File: src/hdl/ole_pkg.sv
// ----------------------------------------------------------------------------
// ole_pkg
// Shared types and codes for the ordered list engine: command and result
// items, operation kinds and status codes.
// ----------------------------------------------------------------------------
package ole_pkg;

  localparam int DefDepth = 16;
  localparam int DataW    = 32;
  localparam int PosW     = 5;
  localparam int CountW   = 5;

  typedef enum logic [2:0] {
    KIND_INS_FRONT = 3'd0,
    KIND_INS_END   = 3'd1,
    KIND_INS_ORDER = 3'd2,
    KIND_DEL_FIRST = 3'd3,
    KIND_DEL_BEFORE = 3'd4,
    KIND_DEL_AFTER = 3'd5
  } kind_t;

  typedef enum logic [1:0] {
    ST_OK     = 2'd0,
    ST_FULL   = 2'd1,
    ST_EMPTY  = 2'd2,
    ST_BADPOS = 2'd3
  } status_t;

  typedef struct packed {
    logic [2:0]              kind;
    logic signed [DataW-1:0] item_value;
    logic [PosW-1:0]         position;
  } ole_cmd_t;

  typedef struct packed {
    logic [1:0]              status;
    logic signed [DataW-1:0] removed_value;
    logic [CountW-1:0]       entry_count;
  } ole_rsp_t;

endpackage

File: src/hdl/ordered_list_engine_unit.sv
// ----------------------------------------------------------------------------
// ordered_list_engine_unit
// Bounded ordered store of signed 32-bit values with front, end and sorted
// inserts and position-based deletes, run by a small sequencer over one RAM.
// ----------------------------------------------------------------------------
// Usage:
//   A command item is taken when start is high and busy is low. busy stays
//   high until the result has been shown. The result item appears on rsp for
//   exactly one cycle with done high; the receiver cannot stall it.
//   Each element moved takes one RAM read and one RAM write through the
//   single port pair. Refused or invalid commands go straight to done;
//   insert at end, or into an empty store, writes the value at once;
//   insert at front shifts every element up one place first; insert
//   ascending scans from index 0 for the first element not less than the
//   value, shifts it and those above it up and writes the value there, or
//   writes at the end if there is none; delete at index i reads the element,
//   then shifts those above it down one place. The sorted scan runs one
//   signed compare per element read, so the shift and the scan together set
//   the latency; a new item is taken the cycle after done, not before.
//   Reset clears the element count and the sequencer; RAM contents are left
//   as they are, since only entries below the count are ever read.
// ----------------------------------------------------------------------------
module ordered_list_engine_unit #(
  parameter int DEPTH = ole_pkg::DefDepth
) (
  input  logic              clk,
  input  logic              rst,
  input  logic              start,
  input  ole_pkg::ole_cmd_t cmd,
  output logic              busy,
  output logic              done,
  output ole_pkg::ole_rsp_t rsp
);
  import ole_pkg::*;

  localparam int AW = $clog2(DEPTH);
  localparam int CW = $clog2(DEPTH + 1);
  localparam int PW = (CW > PosW + 1) ? CW : PosW + 1;

  typedef enum logic [10:0] {
    S_IDLE     = 11'b00000000001,
    S_SCAN_RD  = 11'b00000000010,
    S_SCAN_CMP = 11'b00000000100,
    S_UP_RD    = 11'b00000001000,
    S_UP_WR    = 11'b00000010000,
    S_INS_WR   = 11'b00000100000,
    S_DEL_RD   = 11'b00001000000,
    S_DEL_CAP  = 11'b00010000000,
    S_DN_RD    = 11'b00100000000,
    S_DN_WR    = 11'b01000000000,
    S_DONE     = 11'b10000000000
  } state_t;

  state_t                  state;
  logic [CW-1:0]           cnt;
  logic [CW-1:0]           ptr;
  logic [CW-1:0]           tgt;
  logic signed [DataW-1:0] val;
  logic [1:0]              status;
  logic [DataW-1:0]        removed;

  logic                    ram_we;
  logic [AW-1:0]           ram_waddr;
  logic [DataW-1:0]        ram_wdata;
  logic [AW-1:0]           ram_raddr;
  logic [DataW-1:0]        ram_rdata;

  logic [CW-1:0]           ptr_dec;
  logic [CW-1:0]           ptr_inc;
  logic [PW-1:0]           pos_x;
  logic [PW-1:0]           cnt_x;
  logic                    ge;

  assign ptr_dec = ptr - CW'(1);
  assign ptr_inc = ptr + CW'(1);
  assign pos_x   = PW'(cmd.position);
  assign cnt_x   = PW'(cnt);
  // compare used by the sorted scan: stored element not less than the new value
  assign ge      = $signed(ram_rdata) >= val;

  ole_ram #(.DEPTH(DEPTH), .AW(AW)) u_ram (
    .clk   (clk),
    .we    (ram_we),
    .waddr (ram_waddr),
    .wdata (ram_wdata),
    .raddr (ram_raddr),
    .rdata (ram_rdata)
  );

  always_comb begin
    ram_we    = 1'b0;
    ram_waddr = AW'(ptr);
    ram_wdata = ram_rdata;
    ram_raddr = AW'(ptr);
    unique case (state)
      S_UP_RD: ram_raddr = AW'(ptr_dec);
      S_DEL_RD: ram_raddr = AW'(tgt);
      S_UP_WR: ram_we = 1'b1;
      S_INS_WR: begin
        ram_we    = 1'b1;
        ram_waddr = AW'(tgt);
        ram_wdata = val;
      end
      S_DN_WR: begin
        ram_we    = 1'b1;
        ram_waddr = AW'(ptr_dec);
      end
      default: ;
    endcase
  end

  always_ff @(posedge clk) begin
    if (rst) begin
      state <= S_IDLE;
      cnt   <= '0;
    end else begin
      unique case (state)
        S_IDLE: begin
          if (start) begin
            val     <= cmd.item_value;
            status  <= ST_OK;
            removed <= '0;
            state   <= S_DONE;
            unique case (cmd.kind) inside
              KIND_INS_FRONT, KIND_INS_END, KIND_INS_ORDER: begin
                if (cnt >= CW'(DEPTH)) begin
                  status <= ST_FULL;
                end else if (cmd.kind == KIND_INS_END || cnt == '0) begin
                  tgt   <= (cmd.kind == KIND_INS_END) ? cnt : '0;
                  state <= S_INS_WR;
                end else if (cmd.kind == KIND_INS_FRONT) begin
                  tgt   <= '0;
                  ptr   <= cnt;
                  state <= S_UP_RD;
                end else begin
                  ptr   <= '0;
                  state <= S_SCAN_RD;
                end
              end
              KIND_DEL_FIRST, KIND_DEL_BEFORE, KIND_DEL_AFTER: begin
                if (cnt == '0) begin
                  status <= ST_EMPTY;
                end else if (cmd.kind == KIND_DEL_FIRST) begin
                  tgt   <= '0;
                  state <= S_DEL_RD;
                end else if (cmd.kind == KIND_DEL_BEFORE) begin
                  if (pos_x < PW'(2) || pos_x - PW'(1) > cnt_x) begin
                    status <= ST_BADPOS;
                  end else begin
                    tgt   <= CW'(pos_x - PW'(2));
                    state <= S_DEL_RD;
                  end
                end else begin
                  if (pos_x < PW'(1) || pos_x + PW'(1) > cnt_x) begin
                    status <= ST_BADPOS;
                  end else begin
                    tgt   <= CW'(pos_x);
                    state <= S_DEL_RD;
                  end
                end
              end
              default: status <= ST_BADPOS;
            endcase
          end
        end
        S_SCAN_RD: state <= S_SCAN_CMP;
        S_SCAN_CMP: begin
          if (ge) begin
            tgt   <= ptr;
            ptr   <= cnt;
            state <= S_UP_RD;
          end else if (ptr_inc == cnt) begin
            tgt   <= cnt;
            state <= S_INS_WR;
          end else begin
            ptr   <= ptr_inc;
            state <= S_SCAN_RD;
          end
        end
        S_UP_RD: state <= S_UP_WR;
        S_UP_WR: begin
          ptr   <= ptr_dec;
          state <= (ptr_dec == tgt) ? S_INS_WR : S_UP_RD;
        end
        S_INS_WR: begin
          cnt   <= cnt + CW'(1);
          state <= S_DONE;
        end
        S_DEL_RD: state <= S_DEL_CAP;
        S_DEL_CAP: begin
          removed <= ram_rdata;
          if (tgt + CW'(1) == cnt) begin
            cnt   <= cnt - CW'(1);
            state <= S_DONE;
          end else begin
            ptr   <= tgt + CW'(1);
            state <= S_DN_RD;
          end
        end
        S_DN_RD: state <= S_DN_WR;
        S_DN_WR: begin
          ptr <= ptr_inc;
          if (ptr_inc == cnt) begin
            cnt   <= cnt - CW'(1);
            state <= S_DONE;
          end else begin
            state <= S_DN_RD;
          end
        end
        S_DONE: state <= S_IDLE;
        default: state <= S_IDLE;
      endcase
    end
  end

  assign busy              = (state != S_IDLE);
  assign done              = (state == S_DONE);
  assign rsp.status        = status;
  assign rsp.removed_value = removed;
  assign rsp.entry_count   = CountW'(cnt);

endmodule

File: src/hdl/ole_ram.sv
// ----------------------------------------------------------------------------
// ole_ram
// Element storage: one write port, one read port, registered read data.
// ----------------------------------------------------------------------------
module ole_ram #(
  parameter int DEPTH = ole_pkg::DefDepth,
  parameter int AW    = $clog2(DEPTH)
) (
  input  logic                       clk,
  input  logic                       we,
  input  logic [AW-1:0]              waddr,
  input  logic [ole_pkg::DataW-1:0]  wdata,
  input  logic [AW-1:0]              raddr,
  output logic [ole_pkg::DataW-1:0]  rdata
);
  import ole_pkg::*;

  logic [DataW-1:0] mem [DEPTH];

  always_ff @(posedge clk) begin
    if (we) begin
      mem[waddr] <= wdata;
    end
    rdata <= mem[raddr];
  end

endmodule
File: config.mk
export PLATFORM = sky130hd
export DESIGN_NAME = ordered_list_engine_unit
export DESIGN_NICKNAME = d
export VERILOG_FILES = /design/src/hdl/ole_pkg.sv /design/src/hdl/ordered_list_engine_unit.sv /design/src/hdl/ole_ram.sv
export SDC_FILE = /design/constraint.sdc
export NUM_CORES = 1
export LEC_CHECK = 0
export BUFFER_PORTS_ARGS = -buffer_cell sky130_fd_sc_hd__buf_2
export CAP_MARGIN = 20
export CORE_MARGIN = 1.5
export CORE_UTILIZATION = 56
export DETAILED_ROUTE_END_ITERATION = 10
export PLACE_DENSITY = 0.76
export SLEW_MARGIN = 20
export SYNTH_ARGS = -nofsm -noshare
export SYNTH_HDL_FRONTEND = slang
export SYNTH_SLANG_ARGS = --single-unit
File: constraint.sdc
create_clock -name clk -period 3.7 [get_ports clk]
set_input_delay 0.925 -clock clk [delete_from_list [all_inputs] [get_ports clk]]
set_output_delay 0.925 -clock clk [all_outputs]
set_load 0.02 [all_outputs]
==> metrics.log <==
[metrics] run status: completed
[metrics] setup repair bufs after CTS: 0
[metrics] GRT Total Usage: about a quarter
[metrics] Max stage delay on crit path: 0.63 ns
[metrics] Die Span X: between 200 and 250 um
[metrics] Avg Vias per Cell: ~6.0
[metrics] Filler Cells Inserted: between 3000 and 4000
[metrics] Worst-Margin Slew: 1.10 ns
[metrics] Static Leakage: ~11 nW
[metrics] class of the worst hold path: input pin to flop
[metrics] cell count after synthesis: 1839
[metrics] sum of negative setup slack: 0 ns
[metrics] vias after detailed routing: 15800
[metrics] mean instance size in the synthesized netlist: 14.8 um^2
[metrics] power per unit of standard cell area: roughly 520 nW/um^2
[metrics] Port Buffer Count: between 80 and 90
[metrics] total detailed-routing wirelength: between 60000 and 70000 um
[metrics] Skew-Pair Late Insertion Delay: 0.65 ns
[metrics] final net count: 2060
[metrics] share of final-layout standard cells stronger than drive strength 1: between 15 and 20%
[metrics] synthesized netlist net count: between 1500 and 2000
[metrics] most used flip-flop cell after synthesis: sky130_fd_sc_hd__edfxtp_1
[metrics] worst endpoint data arrival time: 3.80 ns
[metrics] root buffer selected by CTS: sky130_fd_sc_hd__clkbuf_16
[metrics] Final Hold Violating Endpoints: 0
[metrics] worst setup slack before clock tree synthesis: between 0.05 and 0.06 ns
[metrics] CTS HTree Levels: 2
[metrics] RSZ-0062 raised after global routing: false
[metrics] Max transition margin: about a quarter
[metrics] initial core utilization: between 50 and 60%
[metrics] Total Die Area: between 40000 and 50000 um^2
[metrics] count leader, synth: sky130_fd_sc_hd__edfxtp_1
[metrics] I/O pin count: between 80 and 90
[metrics] Remaining DRCs: 0
[metrics] Max IR drop VDD: about 0.45 mV
[metrics] standard cell core area: 47800 um^2
[metrics] sink count of the clock tree: 636
[metrics] CTS tree: done
[metrics] die height: 224 um
[metrics] maximum number of pins on one net before global-route repair: around 140
[metrics] unique cell type count in the Yosys netlist: 70
[metrics] crit share post-route: between 90% and 100%
[metrics] clock buffers created by TritonCTS: between 60 and 70
[metrics] largest area contributor in the synthesized netlist: sky130_fd_sc_hd__edfxtp_1
[metrics] Site Rows: 80
[metrics] Pins Over Slew Limit: 0
[metrics] final count of negative-setup-slack endpoints: 0
[metrics] number of flops mapped to enable cells by yosys: around 590
[metrics] max cap viols: 0
[metrics] initial antenna violation count: 2
[metrics] clock period minus worst slack: about 3.5 ns
[metrics] hold_ws: roughly 0.45 ns
[metrics] final weighted congestion in routability-driven placement: between 0.8 and 0.9
[metrics] WS Path Type: flop to flop
[metrics] Synth-to-Final Area Change: 13.1%
[metrics] required time reported for the critical path endpoint: 4.03 ns
[metrics] first-pass GRT wire length: 92300 um
[metrics] asr flop ratio synth: 0%
[metrics] Area contributors post-synth: sky130_fd_sc_hd__edfxtp_1 (65%), sky130_fd_sc_hd__mux2i_1 (4.9%), sky130_fd_sc_hd__o211ai_1 (3.6%)
[metrics] hold-fix buffer count after cts: 0
[metrics] Critical Path Fanout Max: 7
[metrics] Bufs on Longest Clock Path: 3
[metrics] Detailed Route Iter0 Violations: 1333
[metrics] clock transition at the register clock pins on the worst setup and hold paths after CTS: around 0.060 ns
[metrics] setup clock skew after layout: approximately 0.045 ns
[metrics] Final Total Pwr: around 0.016 W
[metrics] final worst-path setup slack: 0.230 ns
[metrics] drt pass-1 iters: 5
[metrics] area of placed instances: approximately 29000 um^2
[metrics] total congestion overflow: 0
[metrics] top cell types by occurrence after synthesis: sky130_fd_sc_hd__edfxtp_1 (588), sky130_fd_sc_hd__nand2_1 (201), sky130_fd_sc_hd__mux2i_1 (133)
[metrics] flop and latch count out of synthesis: 636
[metrics] Worst Setup End Kind: flop
[metrics] post-synth top area share: 64.8%
[metrics] fmax: roughly 290 MHz
[metrics] number of nets still failing antenna checks after routing: 0
[metrics] post-route standard cell area excluding fillers: between 30000 and 40000 um^2
[metrics] startpoint kind of the worst setup timing path: flop
[metrics] standard cell with the maximum stage delay on the critical path: sky130_fd_sc_hd__or4_1
[metrics] via count of the first global-routing pass: ~16000
[metrics] count of yosys warnings during synthesis: 0
[metrics] CP cell instances: inv_1, ha_1, nand4_1, or4_1, nor2_2, o31ai_2, nand4_2, nor2b_1, a2111oi_0, buf_4
[metrics] register area share after synthesis: roughly two thirds
[metrics] DR WL/cell: roughly 23 um
[metrics] combined area of all synthesized cells: 27200 um^2
[metrics] hpwl dp: around 36000 um
stage by stage:
stage	util [%]	std cells
after floorplan	-	1839
after global placement	60.3	2516
after detailed placement	60.3	2516
after CTS	64.4	2630
after global routing	64.4	2630
final	64.4	2631
final timing paths:
kind | from | to | slack, ns | cells after the start
worst max-delay path | val[31] | ptr[0] | 0.23 | 10
worst min-delay path | cmd[17] | val[12] | 0.45 | 1
worst max register to register | val[31] | ptr[0] | 0.23 | 10
worst min register to register | state[1] | state[2] | 0.56 | 2
worst max-delay path: cells and delay by family, from the launching register on:
kind	cells	cell delay, ns
flops	1	0.34
simple gates	5	1.55
compound gates	2	0.61
fa+ha+maj	1	0.40
buf+inv	2	0.28
logic make-up (layout without fill, tap and decap cells):
logic type / Yosys count / count (layout) / synth area share (%)
xor+xnor: 36 / 36 / 1.16
fa+ha+maj: 53 / 53 / 2.46
other cells: 0 / 1 / 0
flops: 636 / 636 / 68.4
mux: 261 / 261 / 10.2
buf+inv: 154 / 330 / 3.21
compound gates: 279 / 279 / 7.16
simple gates: 420 / 420 / 7.45
cells in the final DEF (no fill, tap or decap), types with 27 or more instances in the layout:
cell type                   count
sky130_fd_sc_hd__a21oi_1       27
sky130_fd_sc_hd__and2_1        35
sky130_fd_sc_hd__buf_2         83
sky130_fd_sc_hd__buf_4         58
sky130_fd_sc_hd__clkbuf_16     61
sky130_fd_sc_hd__dfxtp_1       48
sky130_fd_sc_hd__edfxtp_1     588
sky130_fd_sc_hd__ha_1          52
sky130_fd_sc_hd__inv_1         50
sky130_fd_sc_hd__mux2_1        82
sky130_fd_sc_hd__mux2_2        46
sky130_fd_sc_hd__mux2i_1      133
sky130_fd_sc_hd__nand2_1      201
sky130_fd_sc_hd__nand4_1       38
sky130_fd_sc_hd__nor2_1        42
sky130_fd_sc_hd__o211ai_1     130
sky130_fd_sc_hd__o21ai_0       47
registers in the layout (all words and copies together) (netlist names):
name / count
ptr: 5
u_ram.mem: 512
cnt: 5
removed: 32
tgt: 5
status: 2
state: 11
u_ram.rdata: 32
val: 32
timing repair:
action	in CTS	in global routing
endpoints found under the setup margin	0	15
endpoints found under the hold margin	0	0
gates resized for setup	0	2
area by class of cell:
| type | count | area [um^2] | share of cell area [%] |
|---|---|---|---|
| inverters | 50 | 188 | 0.609 |
| multi-input cells | 1049 | 7920 | 25.7 |
| repair buffers | 166 | 1350 | 4.39 |
| clock inverters | 39 | 344 | 1.12 |
| clock buffers | 75 | 1610 | 5.22 |
| well taps | 615 | 769 | 2.50 |
| diodes | 1 | 2.50 | 0.00812 |
| flip-flops and latches | 636 | 18600 | 60.4 |
power breakdown:
part	internal, W	switching, W
sequential	0.00822	0.0000943
combinational	0.000504	0.000995
clock	0.00343	0.00263
routing by layer:
layer  wire length [um]  part of all wire, %  track usage [%]  vias to the layer above
met1              26200                   43             34.1                     7878
li1                   -                    -                -                     7264
met2              29000                   48             39.9                      520
met4               1500                  2.5             7.11                        2
met3               3880                  6.4             4.25                      103
met5                  8                0.013                0                        -
No activity file was read; power rests on OpenSTA's default activity.
